File: src/sv/umsfat_pkg.sv
// Shared types, constants and reciprocal factors for the Unix-time-to-calendar converter.
// No dependencies; every other file of the block but umsfat_if.sv imports this package.
`timescale 1ns / 1ps

package umsfat_pkg;

  typedef enum logic [1:0] {
    REG_UTC_OFFSET = 2'd0,
    REG_LIMIT_LOW  = 2'd1,
    REG_LIMIT_HIGH = 2'd2
  } reg_idx_e;

  localparam logic signed [11:0] UTC_OFFSET_RST = 12'sd0;
  localparam logic signed [11:0] LIMIT_LOW_RST  = -12'sd720;
  localparam logic signed [11:0] LIMIT_HIGH_RST = 12'sd840;

  localparam logic [15:0] MS_PER_MIN = 16'd60000;

  // Day 0 of year 65536, counted from 1970-01-01.
  localparam logic [24:0] DAYS_LIMIT = 25'd23217004;
  localparam logic [63:0] LIMIT_MS   = 64'(DAYS_LIMIT) * 64'd86400000;

  // Milliseconds per day is 84375 * 1024.
  localparam logic [16:0] DAY_FRAC  = 17'd84375;
  localparam int unsigned DAY_SHIFT = 41;
  localparam logic [24:0] DAY_RCP   = 25'((64'd1 << DAY_SHIFT) / 64'(DAY_FRAC));

  localparam logic [19:0] EPOCH_SHIFT = 20'd719468;
  localparam logic [17:0] ERA_DAYS    = 18'd146097;

  localparam int unsigned ERA_SH    = 44;
  localparam logic [26:0] ERA_RCP   =
    27'(((64'd1 << ERA_SH) + 64'(ERA_DAYS) - 64'd1) / 64'(ERA_DAYS));
  localparam int unsigned D1460_SH  = 29;
  localparam logic [18:0] D1460_RCP = 19'(((64'd1 << D1460_SH) + 64'd1459) / 64'd1460);
  localparam int unsigned D36524_SH  = 34;
  localparam logic [18:0] D36524_RCP =
    19'(((64'd1 << D36524_SH) + 64'd36523) / 64'd36524);
  localparam int unsigned D365_SH   = 27;
  localparam logic [18:0] D365_RCP  = 19'(((64'd1 << D365_SH) + 64'd364) / 64'd365);
  localparam int unsigned D100_SH   = 16;
  localparam logic [9:0]  D100_RCP  = 10'(((64'd1 << D100_SH) + 64'd99) / 64'd100);
  localparam int unsigned D153_SH   = 19;
  localparam logic [11:0] D153_RCP  = 12'(((64'd1 << D153_SH) + 64'd152) / 64'd153);

  localparam int unsigned MS1000_SH  = 37;
  localparam logic [27:0] MS1000_RCP = 28'(((64'd1 << MS1000_SH) + 64'd999) / 64'd1000);
  localparam int unsigned SEC60_SH   = 23;
  localparam logic [17:0] SEC60_RCP  = 18'(((64'd1 << SEC60_SH) + 64'd59) / 64'd60);
  localparam int unsigned MIN60_SH   = 17;
  localparam logic [11:0] MIN60_RCP  = 12'(((64'd1 << MIN60_SH) + 64'd59) / 64'd60);

  localparam logic [3:0]  MI_JAN       = 4'd10;
  localparam logic [15:0] FAT_YEAR_MIN = 16'd1980;
  localparam logic [15:0] FAT_YEAR_MAX = 16'd2107;
  localparam logic [31:0] FAT_FLOOR    = (32'd1 << 21) | (32'd1 << 16);
  localparam logic [31:0] FAT_CEIL     = (32'd127 << 25) | (32'd12 << 21) | (32'd31 << 16) |
                                         (32'd23 << 11) | (32'd59 << 5) | 32'd29;

  typedef struct packed {
    logic        neg;
    logic [26:0] mag;
    logic        bad;
  } off_cfg_t;

  typedef struct packed {
    logic        bad;
    logic [24:0] days;
    logic [26:0] dms;
  } split_t;

  typedef struct packed {
    logic [4:0] hour;
    logic [5:0] minute;
    logic [5:0] second;
    logic [9:0] millisecond;
  } tod_t;

  typedef struct packed {
    logic        bad;
    logic [16:0] yr;
    logic [3:0]  mi;
    logic [8:0]  doy;
  } civ_t;

  typedef struct packed {
    logic        valid_res;
    logic [15:0] year;
    logic [3:0]  month;
    logic [4:0]  day;
    logic [4:0]  hour;
    logic [5:0]  minute;
    logic [5:0]  second;
    logic [9:0]  millisecond;
    logic [31:0] fat_time;
  } res_t;

  // First day of each March-based month, counted from March 1.
  function automatic logic [8:0] mi_start(input logic [3:0] mi);
    logic [8:0] r;
    case (mi)
      4'd0:    r = 9'd0;
      4'd1:    r = 9'd31;
      4'd2:    r = 9'd61;
      4'd3:    r = 9'd92;
      4'd4:    r = 9'd122;
      4'd5:    r = 9'd153;
      4'd6:    r = 9'd184;
      4'd7:    r = 9'd214;
      4'd8:    r = 9'd245;
      4'd9:    r = 9'd275;
      4'd10:   r = 9'd306;
      4'd11:   r = 9'd337;
      default: r = 9'd0;
    endcase
    return r;
  endfunction

endpackage

File: src/sv/umsfat_pack.sv
// Stage 12: month and day, final range check, FAT word packing and the output register.
// Depends on umsfat_pkg.
`timescale 1ns / 1ps

module umsfat_pack (
  input  logic              clk_i,
  input  logic              rst_ni,
  input  logic              en_i,
  input  logic              vld_i,
  input  umsfat_pkg::civ_t  civ_i,
  input  umsfat_pkg::tod_t  tod_i,
  output logic              vld_o,
  output umsfat_pkg::res_t  res_o
);
  import umsfat_pkg::*;

  logic        vld_q;
  logic        bad;
  logic [15:0] year;
  logic [3:0]  month;
  logic [4:0]  day;
  logic [31:0] fat;
  res_t        res_d;
  res_t        res_q;

  always_comb begin
    bad   = civ_i.bad | civ_i.yr[16];
    year  = civ_i.yr[15:0];
    month = (civ_i.mi < MI_JAN) ? (civ_i.mi + 4'd3) : (civ_i.mi - 4'd9);
    day   = 5'(civ_i.doy - mi_start(civ_i.mi) + 9'd1);
    if (year < FAT_YEAR_MIN) begin
      fat = FAT_FLOOR;
    end else if (year > FAT_YEAR_MAX) begin
      fat = FAT_CEIL;
    end else begin
      fat = {7'(year - FAT_YEAR_MIN), month, day, tod_i.hour, tod_i.minute,
             tod_i.second[5:1]};
    end
    if (bad) begin
      res_d          = '0;
      res_d.fat_time = FAT_FLOOR;
    end else begin
      res_d.valid_res   = 1'b1;
      res_d.year        = year;
      res_d.month       = month;
      res_d.day         = day;
      res_d.hour        = tod_i.hour;
      res_d.minute      = tod_i.minute;
      res_d.second      = tod_i.second;
      res_d.millisecond = tod_i.millisecond;
      res_d.fat_time    = fat;
    end
  end

  always_ff @(posedge clk_i or negedge rst_ni) begin
    if (!rst_ni) begin
      vld_q <= 1'b0;
    end else if (en_i) begin
      vld_q <= vld_i;
    end
  end

  always_ff @(posedge clk_i) begin
    if (en_i) begin
      res_q <= res_d;
    end
  end

  assign vld_o = vld_q;
  assign res_o = res_q;

endmodule

File: config.mk
export PLATFORM = sky130hd
export DESIGN_NAME = umsfat_pack
export DESIGN_NICKNAME = d
export VERILOG_FILES = /design/src/sv/umsfat_pkg.sv /design/src/sv/umsfat_pack.sv
export SDC_FILE = /design/constraint.sdc
export NUM_CORES = 1
export LEC_CHECK = 0
export BUFFER_PORTS_ARGS = -buffer_cell sky130_fd_sc_hd__clkbuf_2
export CELL_PAD_IN_SITES_DETAIL_PLACEMENT = 0
export CELL_PAD_IN_SITES_GLOBAL_PLACEMENT = 1
export CORE_AREA = 2 2 100 102
export DETAILED_ROUTE_END_ITERATION = 8
export DIE_AREA = 0 0 102 104
export PLACE_DENSITY_LB_ADDON = 0.05
export SKIP_CTS_REPAIR_TIMING = 1
export SLEW_MARGIN = 20
export SYNTH_ARGS = -nofsm -noshare
export SYNTH_HDL_FRONTEND = slang
export SYNTH_SLANG_ARGS = --single-unit
File: constraint.sdc
create_clock -name clk_i -period 1.5 [get_ports clk_i]
set_clock_uncertainty 0.15 [all_clocks]
set_input_delay 0 -clock clk_i [delete_from_list [all_inputs] [get_ports clk_i]]
set_output_delay 0 -clock clk_i [all_outputs]
set_load 0.05 [all_outputs]
# Word level (Yosys, flattened, before mapping)
# Memories as Yosys holds them, arrays and structs flattened.
# Index checks and enable logic that the tools add are counted.
[word_totals]
reg_bits = 86
romBits = 144
out_inout_bits = 86
memories = 1
[classes]
addsub = 5
n_lt_le_gt_ge = 3
mux = 4
n_bitwise = 1
reduce_logical = 2
[mem_list]
columns = ["memory", "words", "word_bits", "read_ports", "rd_ports_with_merged_regs", "wr", "line_no", "rtl"]
rows = [
  ["(no name shown)", 16, 9, 1, 0, 0, "umsfat_pkg.sv:101", "case (mi)"],
]
[op_table]
columns = ["cell", "count"]
rows = [
  ["85-bit 2-to-1 mux", 1],
  ["32-bit 2-to-1 mux", 2],
  ["16-bit by 12-bit > comparator with 1-bit output (second input constant)", 1],
  ["16-bit by 11-bit less-than comparator with 1-bit output (second input constant)", 1],
  ["7-bit by 6-bit subtractor with 7-bit output (second input constant)", 1],
  ["5-bit by 1-bit adder with 5-bit output (second input constant)", 1],
  ["5-bit subtractor", 1],
  ["4-bit by 2-bit adder with 4-bit output (second input constant)", 1],
  ["4-bit less-than comparator (second input constant)", 1],
  ["4-bit 2-to-1 mux", 1],
  ["4-bit subtractor (second input constant)", 1],
  ["3-bit OR reduction", 1],
  ["2-bit OR reduction", 1],
  ["1-bit OR", 1],
]

# Depth between registers and ports, before layout
# An unclocked memory read counts as a cell.
[logic_depth]
ltp_word = 6
depth_mapped = 13
ltp_nobuf = 13

# Worst setup path after synthesis
# Ideal clock, no wire load.
[synth_timing]
path_kind = "input port to flip-flop"
start = "input civ_i[9] (netlist bit)"
end = "register res_q (netlist bit res_o[19]), data pin"
arrival_ns = 1.734
required_ns = 1.076
setup_slack_ns = -0.658
path_stages = 10
n_path_buf = 0
path_cell_list = "inv_1 > ha_1 > nor2_1 > a211oi_1 > a31oi_1 > ha_1 > ha_1 > fa_1 > xnor2_1 > a21oi_1"
[synth_between]
elab_chain_cells = 4
[synth_lines]
columns = ["element", "line_no", "rtl"]
rows = [
  ["start: declaration", "umsfat_pack.sv:10", "input umsfat_pkg::civ_t civ_i,"],
  ["memory read 16 x 9 bit", "--", ""],
  ["5-bit subtractor", "umsfat_pack.sv:30", "day = 5'(civ_i.doy - mi_start(civ_i.mi) + 9'd1);"],
  ["5-bit by 1-bit adder with 5-bit output", "umsfat_pack.sv:30", ""],
  ["32-bit 2-to-1 mux", "umsfat_pack.sv:33", "end else if (year > FAT_YEAR_MAX) begin"],
  ["end signal: assignment", "umsfat_pack.sv:65", "res_q <= res_d;"],
  ["end: declaration", "umsfat_pack.sv:24", "res_t res_q;"],
]
# No other way between the ends.
# A chain may end at the register's enable or synchronous reset.

# Worst setup path after layout
[layout_timing]
start = "input civ_i[10] (netlist bit)"
end = "register res_q (netlist bit res_o[20]), data pin"
# Same word-level chain as after synthesis.

==> results by group <==
STA
  • Final hold viol count: 1
  • Hold_ws: -0.0193 ns
  • Fin crit share: 1.21
  • Worst-Margin Slew: 0.369 ns
  • Fmax: 0.551 GHz
  • Slew Viols, Final: 0
  • Rel. slew slack: 0.753
  • RSZ-0062 raised after global routing: yes
  • Final worst setup slack: -0.315 ns
  • Min cycle time layout: 1.82 ns
  • Post-Route Setup TNS: -1.43 ns
  • Endpoints failing setup: 7

Placement
  • Cell Area, Placed: 0.00499 mm2
  • I/O Buffers: 143
  • Placer Congestion: 0.762
  • Placed Instances: 559
  • DP HPWL: 6280 um
  • DP Worst Slack: -0.806 ns

Logic synthesis
  • Mapped cell area: 0.00373 mm2
  • Synth area leaders: edfxtp_1, and2_1, ha_1
  • Yosys warning count: 0
  • Yosys top cell by area: edfxtp_1
  • Ys async rst share: 0.0116
  • Post-synth top flop: edfxtp_1
  • Post-Synthesis Cells: 251
  • Unique masters post-synth: 37
  • FF+latch count, synth: 86
  • Mapped Nets: 329
  • Synth top area share: 0.685
  • EDFF count, synth: 85
  • Syn Area/Cell: 14.9 um2
  • Most numerous cell in the Yosys netlist: edfxtp_1
  • Top cells by count, synth: edfxtp_1, and2_1, o21a_1
  • Register area share after synthesis: 0.691

Clocking
  • CTS Sinks: 86
  • Clock Root Buffer: clkbuf_8
  • CTS tree: built
  • Clock latency on the worst-skew pair: 0.34 ns
  • Max clock buf depth: 2
  • CTS buffer count: 9
  • Clk slew on worst S/H paths: 0.08 ns
  • H-tree levels: 3

Floorplan
  • CORE AREA: 0.00955 mm2
  • Die Y: 104 um
  • Die area: 0.0106 mm2
  • Row count: 36
  • I/O pin count: 148
  • Die width: 102 um
  • Starting Density: 0.390

Final layout
  • Share of layout cells above drive strength 1: 0.466
  • Synthesis-to-finish area growth: 56.4%
  • Final std cells w/o fill: 629
  • Antenna diodes: 0
  • Final instance area: 0.00583 mm2
  • Fillers: 792
  • Final net count: 569

Setup path
  • Worst Setup End Kind: register
  • Crit Path Max Fanout: 3
  • Crit Path Category: primary input to register
  • Crit start category: primary input
  • Crit path required time: 1.56 ns
  • Critical Path AT: 1.87 ns

Worst hold path
  • Hold Crit Class: primary input to register

Detailed routing
  • DR WL/cell: 14.4 um
  • Via count: 2826
  • DRT Pass-1 Iters: 4
  • DR DRC count: 0
  • DR vias/cell: 4.49
  • Number of DRC markers in iteration 0: 77
  • Post-route ant nets: 0
  • Final wirelength: 9040 um

Global routing
  • Pin count of the biggest net entering global routing: 49
  • First-pass GRT wire length: 12500 um
  • Grt total ovfl: 0
  • Overall global routing resource usage: 0.154
  • Vias in the first global route: 2449
  • Initial antenna violation count: 0

Run status
  • Failing checks: hold timing, setup timing
  • Status: finished, violations left

Run
  • Max-capacitance violation count: 0

Power and ir drop
  • PD cells: 1040 mW/mm2
  • Leakage power: 2.52 nW
  • Peak supply drop: 0.000467 V
## stage by stage
step	power (mW)	utilization
CTS	5.95	0.543
global route	6.28	0.611
floorplan	3.88	-
global placement	4.34	0.523
detailed placement	4.35	0.523
finish	6.05	0.611
## critical path, cell delays in order
cell     delay [ns]
buf_12         0.12
inv_16         0.05
ha_4           0.12
xor2_1         0.14
nor2_1         0.05
a31oi_1        0.17
ha_1           0.27
ha_1           0.28
a21o_1         0.16
a21oi_2        0.12
xnor3_1        0.25
a21oi_2        0.13
## path summary, 6_finish.rpt
kind                       cells past startpoint  slack [ns]   endpoint  startpoint
max                                           12       -0.32  res_o[20]   civ_i[10]
min                                            4       -0.02  res_o[70]   civ_i[15]
max reg2reg                                    2        0.06      vld_o       vld_o
min reg2reg                                    2        0.90      vld_o       vld_o
max in group asynchronous                      3        0.76      vld_o      rst_ni
min in group asynchronous                      3        0.34      vld_o      rst_ni
## routing by layer
layer	wire (um)	track usage	part of all wire	vias to the layer above
met5	0	0	0	-
met1	3930	0.208	0.43	1336
met3	788	0.0598	0.087	6
met4	69	0.0400	0.0076	0
met2	4250	0.233	0.47	98
li1	-	-	-	1386
## placed cells by master, fill, tap and decap left out, types with 5 or more instances in the layout
cell,count
clkbuf_8,9
clkbuf_2,139
edfxtp_1,85
a21oi_1,8
ha_1,11
and2_1,43
nor2_1,15
dlygate4sd3_1,51
inv_1,5
buf_4,40
buf_6,8
o21a_1,19
## power by group
part | total, mW | switching (mW) | internal, mW | leakage [nW]
clock network | 1.62 | 0.843 | 0.773 | 0.0972
logic | 1.55 | 1.03 | 0.522 | 1.60
registers | 2.89 | 0.0500 | 2.84 | 0.827
total | 6.05 | 1.92 | 4.13 | 2.52
## layout make-up
type / instances / area [um2] / share of cell area
clock inverters: 7 / 72.6 / 0.0124
repair buffers: 242 / 1680 / 0.287
inverters: 8 / 58.8 / 0.0101
well taps: 133 / 166 / 0.0285
flip-flops and latches: 86 / 2580 / 0.442
multi-input cells: 144 / 1160 / 0.198
clock buffers: 9 / 124 / 0.0212
## registers in the layout, indices dropped and copies added, names as in the netlist
name,cells
res_o,85
vld_o,1
## cell families (layout without fill, tap and decap cells)
| kind of cell | count (synthesis) | in the layout | share of synthesized area |
|---|---|---|---|
| AOI/OAI and AO/OA | 41 | 41 | 0.0779 |
| xor gates and xnor gates | 9 | 9 | 0.0248 |
| adders and majority gates | 16 | 16 | 0.0557 |
| buffers and inverters | 21 | 266 | 0.0265 |
| DFF | 86 | 86 | 0.691 |
| muxes | 2 | 2 | 0.00570 |
| and+or+nand+nor | 76 | 76 | 0.118 |
(Power assumes the default switching activity.)
