$ cat config.mk
export PLATFORM = sky130hd
export DESIGN_NAME = umsfat_clock
export DESIGN_NICKNAME = d
export VERILOG_FILES = /design/src/sv/umsfat_pkg.sv /design/src/sv/umsfat_clock.sv
export SDC_FILE = /design/constraint.sdc
export NUM_CORES = 1
export LEC_CHECK = 0
export ABC_AREA = 1
export BUFFER_PORTS_ARGS = -buffer_cell sky130_fd_sc_hd__buf_2
export CAP_MARGIN = 20
export CORE_MARGIN = 5
export CORE_UTILIZATION = 60
export CTS_BUF_LIST = sky130_fd_sc_hd__clkbuf_4 sky130_fd_sc_hd__clkbuf_8
export DETAILED_ROUTE_END_ITERATION = 12
export PLACE_DENSITY = 0.88
export SYNTH_ARGS = -nofsm -noshare
export SYNTH_HDL_FRONTEND = slang
export SYNTH_SLANG_ARGS = --single-unit
$ cat constraint.sdc
create_clock -name clk_i -period 15.3 [get_ports clk_i]
set_input_delay 2.295 -clock clk_i [delete_from_list [all_inputs] [get_ports clk_i]]
set_output_delay 2.295 -clock clk_i [all_outputs]
set_load 0.01 [all_outputs]
$ cat src/sv/umsfat_pkg.sv
// Shared types, constants and reciprocal factors for the Unix-time-to-calendar converter.
// No dependencies; every other file of the block but umsfat_if.sv imports this package.
`timescale 1ns / 1ps

package umsfat_pkg;

  typedef enum logic [1:0] {
    REG_UTC_OFFSET = 2'd0,
    REG_LIMIT_LOW  = 2'd1,
    REG_LIMIT_HIGH = 2'd2
  } reg_idx_e;

  localparam logic signed [11:0] UTC_OFFSET_RST = 12'sd0;
  localparam logic signed [11:0] LIMIT_LOW_RST  = -12'sd720;
  localparam logic signed [11:0] LIMIT_HIGH_RST = 12'sd840;

  localparam logic [15:0] MS_PER_MIN = 16'd60000;

  // Day 0 of year 65536, counted from 1970-01-01.
  localparam logic [24:0] DAYS_LIMIT = 25'd23217004;
  localparam logic [63:0] LIMIT_MS   = 64'(DAYS_LIMIT) * 64'd86400000;

  // Milliseconds per day is 84375 * 1024.
  localparam logic [16:0] DAY_FRAC  = 17'd84375;
  localparam int unsigned DAY_SHIFT = 41;
  localparam logic [24:0] DAY_RCP   = 25'((64'd1 << DAY_SHIFT) / 64'(DAY_FRAC));

  localparam logic [19:0] EPOCH_SHIFT = 20'd719468;
  localparam logic [17:0] ERA_DAYS    = 18'd146097;

  localparam int unsigned ERA_SH    = 44;
  localparam logic [26:0] ERA_RCP   =
    27'(((64'd1 << ERA_SH) + 64'(ERA_DAYS) - 64'd1) / 64'(ERA_DAYS));
  localparam int unsigned D1460_SH  = 29;
  localparam logic [18:0] D1460_RCP = 19'(((64'd1 << D1460_SH) + 64'd1459) / 64'd1460);
  localparam int unsigned D36524_SH  = 34;
  localparam logic [18:0] D36524_RCP =
    19'(((64'd1 << D36524_SH) + 64'd36523) / 64'd36524);
  localparam int unsigned D365_SH   = 27;
  localparam logic [18:0] D365_RCP  = 19'(((64'd1 << D365_SH) + 64'd364) / 64'd365);
  localparam int unsigned D100_SH   = 16;
  localparam logic [9:0]  D100_RCP  = 10'(((64'd1 << D100_SH) + 64'd99) / 64'd100);
  localparam int unsigned D153_SH   = 19;
  localparam logic [11:0] D153_RCP  = 12'(((64'd1 << D153_SH) + 64'd152) / 64'd153);

  localparam int unsigned MS1000_SH  = 37;
  localparam logic [27:0] MS1000_RCP = 28'(((64'd1 << MS1000_SH) + 64'd999) / 64'd1000);
  localparam int unsigned SEC60_SH   = 23;
  localparam logic [17:0] SEC60_RCP  = 18'(((64'd1 << SEC60_SH) + 64'd59) / 64'd60);
  localparam int unsigned MIN60_SH   = 17;
  localparam logic [11:0] MIN60_RCP  = 12'(((64'd1 << MIN60_SH) + 64'd59) / 64'd60);

  localparam logic [3:0]  MI_JAN       = 4'd10;
  localparam logic [15:0] FAT_YEAR_MIN = 16'd1980;
  localparam logic [15:0] FAT_YEAR_MAX = 16'd2107;
  localparam logic [31:0] FAT_FLOOR    = (32'd1 << 21) | (32'd1 << 16);
  localparam logic [31:0] FAT_CEIL     = (32'd127 << 25) | (32'd12 << 21) | (32'd31 << 16) |
                                         (32'd23 << 11) | (32'd59 << 5) | 32'd29;

  typedef struct packed {
    logic        neg;
    logic [26:0] mag;
    logic        bad;
  } off_cfg_t;

  typedef struct packed {
    logic        bad;
    logic [24:0] days;
    logic [26:0] dms;
  } split_t;

  typedef struct packed {
    logic [4:0] hour;
    logic [5:0] minute;
    logic [5:0] second;
    logic [9:0] millisecond;
  } tod_t;

  typedef struct packed {
    logic        bad;
    logic [16:0] yr;
    logic [3:0]  mi;
    logic [8:0]  doy;
  } civ_t;

  typedef struct packed {
    logic        valid_res;
    logic [15:0] year;
    logic [3:0]  month;
    logic [4:0]  day;
    logic [4:0]  hour;
    logic [5:0]  minute;
    logic [5:0]  second;
    logic [9:0]  millisecond;
    logic [31:0] fat_time;
  } res_t;

  // First day of each March-based month, counted from March 1.
  function automatic logic [8:0] mi_start(input logic [3:0] mi);
    logic [8:0] r;
    case (mi)
      4'd0:    r = 9'd0;
      4'd1:    r = 9'd31;
      4'd2:    r = 9'd61;
      4'd3:    r = 9'd92;
      4'd4:    r = 9'd122;
      4'd5:    r = 9'd153;
      4'd6:    r = 9'd184;
      4'd7:    r = 9'd214;
      4'd8:    r = 9'd245;
      4'd9:    r = 9'd275;
      4'd10:   r = 9'd306;
      4'd11:   r = 9'd337;
      default: r = 9'd0;
    endcase
    return r;
  endfunction

endpackage

$ cat src/sv/umsfat_clock.sv
// Stages 6 to 11 of the time-of-day path: hour, minute, second and millisecond.
// Depends on umsfat_pkg.
`timescale 1ns / 1ps

module umsfat_clock (
  input  logic              clk_i,
  input  logic              en_i,
  input  logic [26:0]       dms_i,
  output umsfat_pkg::tod_t  tod_o
);
  import umsfat_pkg::*;

  logic [54:0] s6_p;
  logic [16:0] s6_tsec_q;
  logic [26:0] s6_dms_q;

  logic [34:0] s7_p;
  logic [9:0]  s7_msec_q;
  logic [10:0] s7_tmin_q;
  logic [16:0] s7_tsec_q;

  logic [22:0] s8_p;
  logic [5:0]  s8_sec_q;
  logic [4:0]  s8_hour_q;
  logic [10:0] s8_tmin_q;
  logic [9:0]  s8_msec_q;

  tod_t        s9_d;
  tod_t        s9_q;
  tod_t        s10_q;
  tod_t        s11_q;

  assign s6_p = 55'(dms_i) * 55'(MS1000_RCP);
  assign s7_p = 35'(s6_tsec_q) * 35'(SEC60_RCP);
  assign s8_p = 23'(s7_tmin_q) * 23'(MIN60_RCP);

  always_comb begin
    s9_d.hour        = s8_hour_q;
    s9_d.minute      = 6'(s8_tmin_q - 11'(s8_hour_q) * 11'd60);
    s9_d.second      = s8_sec_q;
    s9_d.millisecond = s8_msec_q;
  end

  always_ff @(posedge clk_i) begin
    if (en_i) begin
      s6_tsec_q <= 17'(s6_p >> MS1000_SH);
      s6_dms_q  <= dms_i;

      s7_msec_q <= 10'(s6_dms_q - 27'(s6_tsec_q) * 27'd1000);
      s7_tmin_q <= 11'(s7_p >> SEC60_SH);
      s7_tsec_q <= s6_tsec_q;

      s8_sec_q  <= 6'(s7_tsec_q - 17'(s7_tmin_q) * 17'd60);
      s8_hour_q <= 5'(s8_p >> MIN60_SH);
      s8_tmin_q <= s7_tmin_q;
      s8_msec_q <= s7_msec_q;

      s9_q      <= s9_d;
      s10_q     <= s9_q;
      s11_q     <= s10_q;
    end
  end

  assign tod_o = s11_q;

endmodule

* Word level (Yosys, flattened, before mapping)
Index checks and enable logic that the tools add are counted.
** Operators by class
- $add $sub $neg :: 3
- $mul :: 6
- Divide/modulo/power cells :: 0
- Order comparisons :: 0
- Equality and inequality tests :: 0
- Shifts and indexed selects :: 0
- Mux-type cells :: 0
- Bitwise operators :: 0
- Reductions and logical operators :: 0
** Operators by type and width (count)
- multiplier 27 x 27 -> 53 bit (second input constant) :: 1
- multiplier 17 x 18 -> 34 bit (second input constant) :: 1
- multiplier 11 x 12 -> 22 bit (second input constant) :: 1
- multiplier 17 x 7 -> 7 bit (second input constant) :: 1
- subtractor 6 bit :: 2
- multiplier 11 x 4 -> 4 bit (second input constant) :: 1
- subtractor 10 bit :: 1
- multiplier 5 x 4 -> 4 bit (second input constant) :: 1
** Storage, ports and cells
- Register bits after elaboration :: 162
- Latch bits :: 0
- RAM bits :: 0
- ROM bits :: 0
- Input bits :: 29
- Output and inout bits :: 27
- Memories kept :: 0

* Depth between registers and ports, before layout
- Word-level depth :: 2
- Mapped depth :: 25
- Depth with buffers taken out :: 25

* Worst setup path before layout
No wires, ideal clock.
- Kind :: input to register
- Start :: input dms_i[23]
- End :: register s6_tsec_q[9], data pin
- Arrival :: 6720 ps
- Data required time :: 15047 ps
- Setup slack :: 8328 ps
- Stages :: 20
- Buffers on the path :: 0
- Cells stage by stage :: ha_1 inv_1 fa_1 inv_1 ha_1 fa_1 fa_1 fa_1 inv_1 fa_1 inv_1 ha_1 nand2_1 inv_1 a21oi_1 o21ai_0 a21oi_1 nand3_2 nand2_1 nand2_1
** Between the ends
- Word-level cells in the longest chain between the ends :: 1
** RTL lines
- from (decl) :: line umsfat_clock.sv:8 : input logic [26:0] dms_i,
- multiplier 27 x 27 -> 53 bit :: line umsfat_clock.sv:33 : assign s6_p = 55'(dms_i) * 55'(MS1000_RCP);
- via s6_p[46] :: line umsfat_clock.sv:13 : logic [54:0] s6_p;
- to (signal assigned) :: line umsfat_clock.sv:46 : s6_tsec_q <= 17'(s6_p >> MS1000_SH);
- to (decl) :: line umsfat_clock.sv:14 : logic [16:0] s6_tsec_q;
The timed path passes the listed nets, and every way through them passes these cells.
A chain may end at the register's enable or synchronous reset.

* Final worst setup path
- Start :: input dms_i[7]
- End :: register s6_tsec_q[13], data pin
Same word-level chain as after synthesis.

==> flow_summary_export.csv <==
group,metric,value,unit
finish,regArea,0.004865,mm²
finish,drive_gt1_share,5.027,%
yosys,synth_fa_ha_area_share,50.59,%
grt,antenna_found_initial,0,
grt,grt_pass1_wl,93010,µm
hold_path,min_from,"s8_tmin_q[0]$_DFFE_PP_",
placement,dpl.cell_count,2926,
route,firstDrtPassIters,8,
setup_path,endpoint_kind,"flop",
finish,nFillCells,2948,
sta,fin_crit_sh,48.15,%
setup_path,r2r_end,"s7_tmin_q[10]$_DFFE_PP_",
sta,fin_skew,0.01056,ns
sta,hold_viol,0,
route,vias,16503,
grt,grt_overflow,0,
yosys,syn-cell-area,0.02259,mm²
placement,dp_hpwl,49550,µm
setup_path,crit_arrival,7.59,ns
die,die_area,0.04164,mm²
yosys,yosys-top-cells-area,"ha_1 (26%), fa_1 (24%), edfxtp_1 (22%)",
yosys,ys_warn_count,0,
sta,tightestPinTransition,1.075,ns
yosys,ys_ff_latch,162,
yosys,seq_area_frac_synth,21.53,%
route,route.detailed.drc,0,
die,rows,71,
hold_path,min_path_type,"flop to flop",
cts,cts_sinks,162,
die,core,0.03740,mm²
yosys,synth_top_family_by_area,"adder cells",
route,wirelength,57410,µm
placement,portBuffers,55,
route,routed_via_density,5.579,
cts,clkTransAtPathRegs,0.10,ns
yosys,synth_xor_area_share,1.473,%
grt,use_met2,49.33,%
yosys,yosys.area_share.simple,10.67,%
cts,cts_hold_buffers,0,
sta,slew_violations,0,
finish,fin_cells,2958,
cts,cts_max_path_buffers,2,
route,detail_route.wl_per_cell,19.41,µm
setup_path,critPathLaunchType,"input pin",
setup_path,rr_startpoint,"s6_tsec_q[15]$_DFFE_PP_",
yosys,synthMuxAreaShare,0,%
sta,slew_headroom,28.30,%
grt,first_global_vias,17970,
sta,setup_tns,0,ns
finish,antenna_cells,0,
yosys,yosys.area.top_type,"ha_1",
status,status,"complete, no violations",
grt,grt_max_degree,87,
setup_path,r2r_setup_slack,10.30,ns
yosys,yosysUniqueCellTypes,37,
hold_path,hold_depth,0,
finish,multiInputGateArea,0.01535,mm²
yosys,synth_compound_area_share,5.183,%
finish,final_common_cell,"inv_1",
sta,rsz0062_at_grt,"false",
cts,insertion_delay,0.46,ns
placement,gp_congestion,1.073,
finish,layout.nets,3211,
hold_path,holdPathEnd,"s9_q[16]$_DFFE_PP_",
finish,syn_to_final_growth,5.931,%
grt,track_usage,28.73,%
yosys,synthCells,2359,
route,antenna_left,0,
yosys,synth_area_per_cell,9.578,µm²
cts,htree_levels,4,
grt,grtUsageMet3,4.570,%
grt,top_usage_layer,"met2",
setup_path,worst-path-max-fanout,9,
yosys,syn-num-nets,3136,
flow_run,drv_cap,0,
cts,cts_post_setup_buffers_inserted,0,
route,drtIter0Drc,1355,
sta,finalSetupViolCount,0,
grt,grt_use_met1,35.57,%
setup_path,worstRegToRegCells,21,
sta,period_needed,7.367,ns
die,die_height,204.1,µm
die,initial_core_util,60.41,%
die,io-pin-count,56,
die,die_w,204.1,µm
sta,fmax,135.7,MHz
finish,layout_common_cells,"inv_1 (629), ha_1 (472), nand2_1 (308), fa_1 (276), edfxtp_1 (162)",
cts,cts_resized,0,
cts,cts_tree,"built",
yosys,synth_top_area_share,26.14,%
cts,cts_buffers,17,
cts,clockRootBuffer,"clkbuf_8",
setup_path,required,15.52,ns
setup_path,worst-setup-path-type,"input pin to flop",
logic make-up (layout without fill, tap and decap cells):
logic type               count (synthesis)  after routing
AND/OR/NAND/NOR                        560            560
buffers and inverters                  635            723
flip-flops                             162            162
adder cells (fa/ha/maj)                748            748
AO/OA/AOI/OAI                          216            216
XOR/XNOR                                38             38
per-layer routing:
metal / vias up / part of all wire [%]
li1: 7648 / -
met3: 195 / 6.8
met5: - / 0
met1: 7949 / 40
met4: 0 / 5.7
met2: 711 / 48
flip-flops by register name, summed over array words and instances, names as in the netlist:
name       count
s10_q         27
s6_dms_q      10
s6_tsec_q     17
s7_msec_q     10
s7_tmin_q     11
s7_tsec_q      6
s8_hour_q      5
s8_msec_q     10
s8_sec_q       6
s8_tmin_q      6
s9_q          27
tod_o         27
critical path: stages:
cell and delay [ns]:
buf_2 0.23, ha_1 0.50, ha_1 0.22, inv_1 0.07, fa_1 0.53, inv_1 0.05, fa_1 0.48, fa_1 0.53
fa_1 0.56, inv_1 0.06, fa_1 0.53, inv_1 0.04, ha_1 0.32, a21oi_1 0.27, o21ai_0 0.18, nand2_1 0.10
nand2_1 0.07, o21bai_1 0.16, nand2_1 0.13, nand3_1 0.11, nand2_1 0.08, nand2_1 0.07
worst max path at each step:
stage / to / from / slack, ns / depth (start not counted)
4_1_cts: s6_tsec_q[13]$_DFFE_PP_ / dms_i[7] / 8.02 / 22
5_1_grt: s6_tsec_q[13]$_DFFE_PP_ / dms_i[7] / 7.70 / 22
3_5_place_dp: s6_tsec_q[13]$_DFFE_PP_ / dms_i[7] / 7.53 / 22
6_report: s6_tsec_q[13]$_DFFE_PP_ / dms_i[7] / 7.93 / 22
2_1_floorplan: s6_tsec_q[9]$_DFFE_PP_ / dms_i[23] / 8.33 / 20
3_3_place_gp: s6_tsec_q[5]$_DFFE_PP_ / dms_i[7] / 7.50 / 20
synthesized netlist by cell type, drive strengths merged:
| cell | number |
|---|---|
| o21ai | 69 |
| nand4 | 26 |
| a21o | 13 |
| nor3b | 2 |
| nand2 | 314 |
| o31ai | 1 |
| nor3 | 18 |
| fa | 276 |
| ha | 472 |
| a21oi | 109 |
| edfxtp | 162 |
| nand3 | 58 |
| or2 | 3 |
| a31oi | 3 |
| nor4 | 5 |
| inv | 634 |
| o211ai | 1 |
| clkinv | 1 |
| nand3b | 3 |
| o21bai | 17 |
| xnor2 | 13 |
| nor2 | 131 |
| o22ai | 1 |
| o21a | 1 |
| a21boi | 1 |
| xor2 | 25 |
area by class of cell:
type	instances	share of cell area, %
Multi-Input combinational cell	1562	64.12
Sequential cell	162	20.33
Inverter	635	9.959
Tap cell	511	2.671
Timing Repair Buffer	56	1.208
Clock buffer	17	0.9776
Clock inverter	15	0.7423
stage by stage:
stage                     setup slack (ns)  hold WS (ns)  util (%)  area [µm²]
after CTS                            8.020        0.4258     64.00       23930
after global routing                 7.704        0.4268     64.00       23930
after global placement               7.502        0.4005     62.90       23520
after detailed placement             7.529        0.4045     62.90       23520
final                                7.933        0.4215     64.00       23930
after floorplan                      8.328        0.4003         -       22590
Power is not shown: default switching activity piles up to over one toggle a cycle in this logic, so the estimate is an artifact.
