[src/sv/umsfat_pkg.sv]
// Shared types, constants and reciprocal factors for the Unix-time-to-calendar converter.
// No dependencies; every other file of the block but umsfat_if.sv imports this package.
`timescale 1ns / 1ps

package umsfat_pkg;

  typedef enum logic [1:0] {
    REG_UTC_OFFSET = 2'd0,
    REG_LIMIT_LOW  = 2'd1,
    REG_LIMIT_HIGH = 2'd2
  } reg_idx_e;

  localparam logic signed [11:0] UTC_OFFSET_RST = 12'sd0;
  localparam logic signed [11:0] LIMIT_LOW_RST  = -12'sd720;
  localparam logic signed [11:0] LIMIT_HIGH_RST = 12'sd840;

  localparam logic [15:0] MS_PER_MIN = 16'd60000;

  // Day 0 of year 65536, counted from 1970-01-01.
  localparam logic [24:0] DAYS_LIMIT = 25'd23217004;
  localparam logic [63:0] LIMIT_MS   = 64'(DAYS_LIMIT) * 64'd86400000;

  // Milliseconds per day is 84375 * 1024.
  localparam logic [16:0] DAY_FRAC  = 17'd84375;
  localparam int unsigned DAY_SHIFT = 41;
  localparam logic [24:0] DAY_RCP   = 25'((64'd1 << DAY_SHIFT) / 64'(DAY_FRAC));

  localparam logic [19:0] EPOCH_SHIFT = 20'd719468;
  localparam logic [17:0] ERA_DAYS    = 18'd146097;

  localparam int unsigned ERA_SH    = 44;
  localparam logic [26:0] ERA_RCP   =
    27'(((64'd1 << ERA_SH) + 64'(ERA_DAYS) - 64'd1) / 64'(ERA_DAYS));
  localparam int unsigned D1460_SH  = 29;
  localparam logic [18:0] D1460_RCP = 19'(((64'd1 << D1460_SH) + 64'd1459) / 64'd1460);
  localparam int unsigned D36524_SH  = 34;
  localparam logic [18:0] D36524_RCP =
    19'(((64'd1 << D36524_SH) + 64'd36523) / 64'd36524);
  localparam int unsigned D365_SH   = 27;
  localparam logic [18:0] D365_RCP  = 19'(((64'd1 << D365_SH) + 64'd364) / 64'd365);
  localparam int unsigned D100_SH   = 16;
  localparam logic [9:0]  D100_RCP  = 10'(((64'd1 << D100_SH) + 64'd99) / 64'd100);
  localparam int unsigned D153_SH   = 19;
  localparam logic [11:0] D153_RCP  = 12'(((64'd1 << D153_SH) + 64'd152) / 64'd153);

  localparam int unsigned MS1000_SH  = 37;
  localparam logic [27:0] MS1000_RCP = 28'(((64'd1 << MS1000_SH) + 64'd999) / 64'd1000);
  localparam int unsigned SEC60_SH   = 23;
  localparam logic [17:0] SEC60_RCP  = 18'(((64'd1 << SEC60_SH) + 64'd59) / 64'd60);
  localparam int unsigned MIN60_SH   = 17;
  localparam logic [11:0] MIN60_RCP  = 12'(((64'd1 << MIN60_SH) + 64'd59) / 64'd60);

  localparam logic [3:0]  MI_JAN       = 4'd10;
  localparam logic [15:0] FAT_YEAR_MIN = 16'd1980;
  localparam logic [15:0] FAT_YEAR_MAX = 16'd2107;
  localparam logic [31:0] FAT_FLOOR    = (32'd1 << 21) | (32'd1 << 16);
  localparam logic [31:0] FAT_CEIL     = (32'd127 << 25) | (32'd12 << 21) | (32'd31 << 16) |
                                         (32'd23 << 11) | (32'd59 << 5) | 32'd29;

  typedef struct packed {
    logic        neg;
    logic [26:0] mag;
    logic        bad;
  } off_cfg_t;

  typedef struct packed {
    logic        bad;
    logic [24:0] days;
    logic [26:0] dms;
  } split_t;

  typedef struct packed {
    logic [4:0] hour;
    logic [5:0] minute;
    logic [5:0] second;
    logic [9:0] millisecond;
  } tod_t;

  typedef struct packed {
    logic        bad;
    logic [16:0] yr;
    logic [3:0]  mi;
    logic [8:0]  doy;
  } civ_t;

  typedef struct packed {
    logic        valid_res;
    logic [15:0] year;
    logic [3:0]  month;
    logic [4:0]  day;
    logic [4:0]  hour;
    logic [5:0]  minute;
    logic [5:0]  second;
    logic [9:0]  millisecond;
    logic [31:0] fat_time;
  } res_t;

  // First day of each March-based month, counted from March 1.
  function automatic logic [8:0] mi_start(input logic [3:0] mi);
    logic [8:0] r;
    case (mi)
      4'd0:    r = 9'd0;
      4'd1:    r = 9'd31;
      4'd2:    r = 9'd61;
      4'd3:    r = 9'd92;
      4'd4:    r = 9'd122;
      4'd5:    r = 9'd153;
      4'd6:    r = 9'd184;
      4'd7:    r = 9'd214;
      4'd8:    r = 9'd245;
      4'd9:    r = 9'd275;
      4'd10:   r = 9'd306;
      4'd11:   r = 9'd337;
      default: r = 9'd0;
    endcase
    return r;
  endfunction

endpackage

[src/sv/umsfat_split.sv]
// Stages 1 to 5: offset addition, range check and split into days and ms of day.
// Depends on umsfat_pkg.
`timescale 1ns / 1ps

module umsfat_split (
  input  logic                clk_i,
  input  logic                rst_ni,
  input  logic                en_i,
  input  logic                vld_i,
  input  logic [63:0]         unix_ms_i,
  input  umsfat_pkg::off_cfg_t ocfg_i,
  output logic                vld_o,
  output umsfat_pkg::split_t  split_o
);
  import umsfat_pkg::*;

  logic [4:0]  vld_q;

  logic [64:0] s1_sum;
  logic [64:0] s1_dif;
  logic [63:0] s1_ms_d;
  logic        s1_bad_d;
  logic [63:0] s1_ms_q;
  logic        s1_bad_q;

  logic [40:0] s2_n;
  logic [48:0] s2_pl_d;
  logic [41:0] s2_ph_d;
  logic [48:0] s2_pl_q;
  logic [41:0] s2_ph_q;
  logic [40:0] s2_n_q;
  logic [9:0]  s2_r10_q;
  logic        s2_bad_q;

  logic [65:0] s3_prod;
  logic [24:0] s3_q0_q;
  logic [40:0] s3_n_q;
  logic [9:0]  s3_r10_q;
  logic        s3_bad_q;

  logic [41:0] s4_qd_d;
  logic [41:0] s4_qd_q;
  logic [24:0] s4_q0_q;
  logic [40:0] s4_n_q;
  logic [9:0]  s4_r10_q;
  logic        s4_bad_q;

  logic [41:0] s5_diff;
  logic [17:0] s5_rem;
  logic        s5_fix;
  logic [17:0] s5_remf;
  split_t      s5_d;
  split_t      s5_q;

  assign s1_sum   = {1'b0, unix_ms_i} + 65'(ocfg_i.mag);
  assign s1_dif   = {1'b0, unix_ms_i} - 65'(ocfg_i.mag);
  assign s1_ms_d  = ocfg_i.neg ? s1_dif[63:0] : s1_sum[63:0];
  assign s1_bad_d = ocfg_i.bad | (ocfg_i.neg ? s1_dif[64] : s1_sum[64]);

  assign s2_n    = s1_ms_q[50:10];
  assign s2_pl_d = 49'(s2_n[23:0]) * 49'(DAY_RCP);
  assign s2_ph_d = 42'(s2_n[40:24]) * 42'(DAY_RCP);

  assign s3_prod = {s2_ph_q, 24'd0} + 66'(s2_pl_q);

  assign s4_qd_d = 42'(s3_q0_q) * 42'(DAY_FRAC);

  always_comb begin
    s5_diff   = {1'b0, s4_n_q} - s4_qd_q;
    s5_rem    = s5_diff[17:0];
    s5_fix    = s5_rem >= 18'(DAY_FRAC);
    s5_remf   = s5_fix ? (s5_rem - 18'(DAY_FRAC)) : s5_rem;
    s5_d.bad  = s4_bad_q;
    s5_d.days = s5_fix ? (s4_q0_q + 25'd1) : s4_q0_q;
    s5_d.dms  = {s5_remf[16:0], s4_r10_q};
  end

  always_ff @(posedge clk_i or negedge rst_ni) begin
    if (!rst_ni) begin
      vld_q <= '0;
    end else if (en_i) begin
      vld_q <= {vld_q[3:0], vld_i};
    end
  end

  always_ff @(posedge clk_i) begin
    if (en_i) begin
      s1_ms_q  <= s1_ms_d;
      s1_bad_q <= s1_bad_d;

      s2_pl_q  <= s2_pl_d;
      s2_ph_q  <= s2_ph_d;
      s2_n_q   <= s2_n;
      s2_r10_q <= s1_ms_q[9:0];
      s2_bad_q <= s1_bad_q | (s1_ms_q >= LIMIT_MS);

      s3_q0_q  <= s3_prod[65:41];
      s3_n_q   <= s2_n_q;
      s3_r10_q <= s2_r10_q;
      s3_bad_q <= s2_bad_q;

      s4_qd_q  <= s4_qd_d;
      s4_q0_q  <= s3_q0_q;
      s4_n_q   <= s3_n_q;
      s4_r10_q <= s3_r10_q;
      s4_bad_q <= s3_bad_q;

      s5_q     <= s5_d;
    end
  end

  assign vld_o   = vld_q[4];
  assign split_o = s5_q;

endmodule

[config.mk]
export PLATFORM = sky130hd
export DESIGN_NAME = umsfat_split
export DESIGN_NICKNAME = d
export VERILOG_FILES = /design/src/sv/umsfat_pkg.sv /design/src/sv/umsfat_split.sv
export SDC_FILE = /design/constraint.sdc
export NUM_CORES = 2
export LEC_CHECK = 0
export ABC_AREA = 1
export CELL_PAD_IN_SITES_DETAIL_PLACEMENT = 1
export CELL_PAD_IN_SITES_GLOBAL_PLACEMENT = 2
export CORE_MARGIN = 2
export CORE_UTILIZATION = 42
export DETAILED_ROUTE_END_ITERATION = 10
export DONT_BUFFER_PORTS = 1
export GPL_TIMING_DRIVEN = 0
export MAX_ROUTING_LAYER = met4
export PLACE_DENSITY = 0.93
export SYNTH_ARGS = -nofsm -noshare
export SYNTH_HDL_FRONTEND = slang
export SYNTH_SLANG_ARGS = --single-unit
export TNS_END_PERCENT = 30
[constraint.sdc]
create_clock -name clk_i -period 7.3 [get_ports clk_i]
set_input_delay 0.73 -clock clk_i [delete_from_list [all_inputs] [get_ports clk_i]]
set_output_delay 0.73 -clock clk_i [all_outputs]
set_load 0.02 [all_outputs]
# --- After elaboration in Yosys (flattened, before gate mapping) ---
# Index checks and enable logic that the tools add are counted.
word_totals:
  input_bits: 97
  elab_cells: 37
  output_inout_bits: 54
  register_bits: 369
op_classes:
  mul: 3
  muxes: 4
  n_addsub: 6
  bitwise_logic: 2
  magnitude_cmp: 2
ops:
  columns: ["cell", "n"]
  rows:
  - ["$add A66 B49 Y66", 1]
  - ["$add A64 B27 Y65", 1]
  - ["$sub A64 B27 Y65", 1]
  - ["$ge A64 B51 Y1 const B", 1]
  - ["$mux W64", 1]
  - ["$mul A24 B25 Y49 const B", 1]
  - ["$mul A17 B25 Y42 const B", 1]
  - ["$add A25 B1 Y25 const B", 1]
  - ["$mul A25 B17 Y18 const B", 1]
  - ["$mux W25", 1]
  - ["$ge A18 B17 Y1 const B", 1]
  - ["$sub A18 B18 Y18", 1]
  - ["$mux W17", 1]
  - ["$sub A17 B17 Y17 const B", 1]
  - ["$or A1 B1 Y1", 2]
  - ["$mux W1", 1]

# --- Logic depth before layout (Yosys ltp) ---
logic_depth:
  ltp_word: 3
  ltp_mapped: 25
  ltp_nobuf: 25

# --- Worst setup path after synthesis ---
# No wires, ideal clock.
synth_path:
  path_type: "flip-flop to flip-flop"
  startpoint: "register s1_ms_q[14]"
  endpoint: "register s2_pl_q[36], data pin"
  synth_period_minus_slack_ns: 5.885
  arrival_ns: 5.619
  setup_slack_ns: 1.415
  t_required_ns: 7.035
  setup_ns: 0.265
  path_stages_with_launch: 24
  n_path_buf: 0
  path_cell_list: "edfxtp_1 -> inv_1 -> ha_1 -> inv_1 -> fa_1 -> inv_1 -> fa_1 -> fa_1 -> inv_1 -> fa_1 -> fa_1 -> inv_1 -> fa_1 -> inv_1 -> ha_1 -> a21oi_1 -> inv_1 -> a31oi_1 -> inv_1 -> nor2_1 -> o21ai_0 -> a21oi_1 -> o21ai_0 -> xor2_1"
synth_via:
  elab_chain_cells: 1
synth_rtl:
  columns: ["element", "line", "source"]
  rows:
  - ["start, declared", "umsfat_split.sv:23", "logic [63:0] s1_ms_q;"]
  - ["start signal, assigned", "umsfat_split.sv:88", "s1_ms_q <= s1_ms_d;"]
  - ["$mul A24 B25 Y49", "umsfat_split.sv:61", "assign s2_pl_d = 49'(s2_n[23:0]) * 49'(DAY_RCP);"]
  - ["named net s2_pl_d[36]", "umsfat_split.sv:27", "logic [48:0] s2_pl_d;"]
  - ["end signal, assigned", "umsfat_split.sv:91", "s2_pl_q <= s2_pl_d;"]
  - ["end, declared", "umsfat_split.sv:29", "logic [48:0] s2_pl_q;"]
# The timed path passes the listed nets, and every way through them passes these cells.
# A chain may end at the register's enable or synchronous reset.

# --- Worst setup path after layout ---
layout_path:
  startpoint: "register s1_ms_q[16]"
  endpoint: "register s2_pl_q[34], data pin"
# Same word-level chain as after synthesis.

==> qor.txt <==
CP startpoint: s1_ms_q[16]
final setup fails: 0
WL final: 132000 um
number of synthesized register bits: 344
RSZ-0062 raised after global routing: false
Hold Path Origin: vld_i
routability congestion estimate: 0.991
final-layout fill cell count: 11700
deepest level of the CTS H-tree: 2
most common library cell in the layout ignoring fill and taps: sky130_fd_sc_hd__inv_1
number of DRC markers in iteration 0: 1535
portion of the post-synthesis area used by sequential elements: 0.248
antenna-violating nets left: 0
slack of the critical path: 289 ps
die footprint: 101000 um2
number of enable-type register cells in the synthesized netlist: 339
leading post-synthesis cells by cell area: sky130_fd_sc_hd__edfxtp_1 25%, sky130_fd_sc_hd__fa_1 20%, sky130_fd_sc_hd__ha_1 17%
clock-pin slew on the worst setup and hold paths: 60 ps
synthesis-to-finish area growth: 7.94%
DRC violations left: 0
standard-cell row count: 115
fraction of synthesized cell area in xor and xnor cells: 0.0434
initial antenna violation count: 3
length of the first detailed-routing pass in iterations: 5
delay-heaviest family, CP: adder cells
reported max-cap violation count: 0
count of pins on the block boundary: 151
count of yosys warnings during synthesis: 0
FFs w/ async S/R, synth: 0.0145
Synthesized Nets: 5886
status: finished, final reports clean
worst slack after detailed placement: 80.7 ps
max_slew headroom: 0.239
fin crit share: 0.960
clk_lat worst skew: 610 ps
compound-cell area share of the yosys netlist: 0.0730
type of the worst min-delay path: primary input to flip-flop
peak clock frequency supported by timing: 143 MHz
synthesized-area fraction occupied by adder cells: 0.371
type of the worst setup path: flip-flop to flip-flop
Initial Utilization: 0.423
die boundary height: 318 um
final-stage net count: 5946
kind of end point of the critical path: flip-flop
count of mapped cells out of synthesis: 4809
worst path bufs/invs: 5
main combinational cell family by area after synthesis: adder cells
total routing resource utilization after global routing: 0.270
number of buffers created by CTS: 43
Core Footprint: 98100 um2
Sink Count: 344
launch point of the worst reg-to-reg path: s1_ms_q[16]
dominant cell type by area after synthesis: sky130_fd_sc_hd__edfxtp_1
mux share of post-synthesis cell area: 0.000512
deepest clock path buffer count: 3
via count of the first global-routing pass: 36300
proportion of netlist area held by the largest area contributor: 0.245
average detailed-routed wire length per instance: 21.4 um
Final Util: 0.457
post-layout min period: 7010 ps
TNS Setup: 0 ps
width of the die: 318 um
slowest cell on the critical path: sky130_fd_sc_hd__edfxtp_1
final hold violations: 0
synthesized-area fraction occupied by and/or/nand/nor cells: 0.163
leading register cell type out of synthesis: sky130_fd_sc_hd__edfxtp_1
final hold slack: 268 ps
crit path cell chain: inv_1 -> ha_1 -> fa_1 -> fa_1 -> fa_1 -> inv_1 -> fa_1 -> fa_1 -> inv_1 -> fa_1 -> inv_1 -> ha_1 -> nand2_1 -> nor2_1 -> inv_1 -> nor4_1 -> a21oi_1 -> o21ai_0 -> xor2_1
Netlist Area Pre-Place: 41500 um2
synthesized area per cell: 8.63 um2
buffer type at the clock tree root: sky130_fd_sc_hd__clkbuf_16
Worst EP arrival: 7420 ps
leftover overflow at the end of global routing: 0
mean number of vias per cell: 5.26
total of buffers placed on input and output ports: 0
clock tree from TritonCTS: yes
fraction of final layout cells with drive strength greater than 1: 0.0263
Critical Path Fanout Max: 9
Worst Setup Start Kind: flip-flop
cell type with the highest occurrence count on the critical path: sky130_fd_sc_hd__fa_1
DPL Wire Length: 113000 um
count of distinct cell types in the synthesized netlist: 52
Worst EP required: 7700 ps
first-pass GRT wire length: 205000 um
Worst Skew: 34.8 ps
total number of vias: 32600
maximum number of pins on one net before global-route repair: 341
leading cell types in the layout, fill and taps excluded: 1057 x sky130_fd_sc_hd__inv_1, 778 x sky130_fd_sc_hd__nand2_1, 564 x sky130_fd_sc_hd__ha_1, 460 x sky130_fd_sc_hd__nor2_1, 416 x sky130_fd_sc_hd__fa_1
Tightest Pin Transition: 1140 ps
max incr delay on CP: 880 ps
Final Slew Violations: 0
==> path summary, 6_finish.rpt <==
path,to,slack (ps),depth (start not counted)
worst min register to register,s3_n_q[15],400,0
min in group asynchronous,vld_q[3],410,1
worst max register to register,s2_pl_q[34],290,19
max in group asynchronous,vld_q[1],6690,1
worst min-delay path,vld_q[0],270,2
worst max-delay path,s2_pl_q[34],290,19
==> what timing repair did <==
item,in CTS,in global routing
hold buffers,1,0
resized for setup,0,0
endpoints found under the setup margin,0,5
hold endpoints to repair,5,0
setup buffers,0,14
==> worst reg2reg max path, delay by kind of cell (launching register included) <==
kind	cells	cell delay (ps)
adders and majority gates	8	4000
DFF	1	880
and+or+nand+nor	3	800
AOI/OAI and AO/OA	2	480
buffers and inverters	5	370
xor gates and xnor gates	1	310
==> flip-flops by register name, summed over array words and instances, names as in the netlist, 5 cells and up <==
name,cells
s3_n_q,18
s4_q0_q,24
s3_r10_q,10
s2_r10_q,10
s2_ph_q,42
split_o,53
vld_q,5
s2_n_q,13
s4_n_q,18
s1_ms_q,64
s4_qd_q,18
s4_r10_q,10
s2_pl_q,30
s3_q0_q,25
==> through the flow <==
| stage | area, um2 | instances |
|---|---|---|
| after global routing | 44800 | 6193 |
| after CTS | 44700 | 6177 |
| after detailed placement | 43100 | 6096 |
| after global placement | 43100 | 6096 |
| after floorplan | 41500 | 4809 |
| final | 44800 | 6193 |
==> layout make-up <==
class	instances	area, um2	area share
Multi-Input combinational cell	3353	27000	0.602
Inverter	1063	3990	0.0890
Clock buffer	49	1100	0.0245
Buffer	49	224	0.00500
Sequential cell	344	10300	0.230
Timing Repair Buffer	15	115	0.00257
Clock inverter	31	468	0.0104
Tap cell	1287	1610	0.0359
Antenna cell	2	5.00	0.000112
==> Yosys cell counts (all sizes together) (2+ instances only) <==
cell	instances
nand3	179
nand3b	12
dfrtp	5
a211oi	3
o211ai	11
nor4	23
buf	18
a21oi	224
or2	6
edfxtp	339
o31ai	3
a221oi	3
nand4	58
and3	13
a21o	26
o2111ai	2
nor3	72
nor4b	2
o21bai	23
a31oi	21
fa	416
a21boi	10
nand2	789
o41ai	2
nor2	462
xor2	154
o21ai	204
ha	564
o21a	10
xnor2	51
inv	1063
o221ai	3
clkbuf	31
==> logic make-up after synthesis <==
| kind of cell | count (synthesis) |
|---|---|
| AOI/OAI and AO/OA | 548 |
| xor gates and xnor gates | 205 |
| adders and majority gates | 980 |
| buffers and inverters | 1112 |
| DFF | 344 |
| muxes | 2 |
| and+or+nand+nor | 1618 |
==> layer usage <==
| layer | global-route usage | vias to the layer above | routed length, um |
|---|---|---|---|
| met5 | - | - | 0 |
| met4 | 0.107 | 0 | 5900 |
| met3 | 0.0303 | 256 | 4990 |
| met2 | 0.489 | 710 | 68400 |
| met1 | 0.302 | 16100 | 53000 |
| li1 | - | 15500 | - |
Power is left out: the tool's default activity adds up to more than one toggle a clock period on the data nets, which glitch-free logic cannot reach.
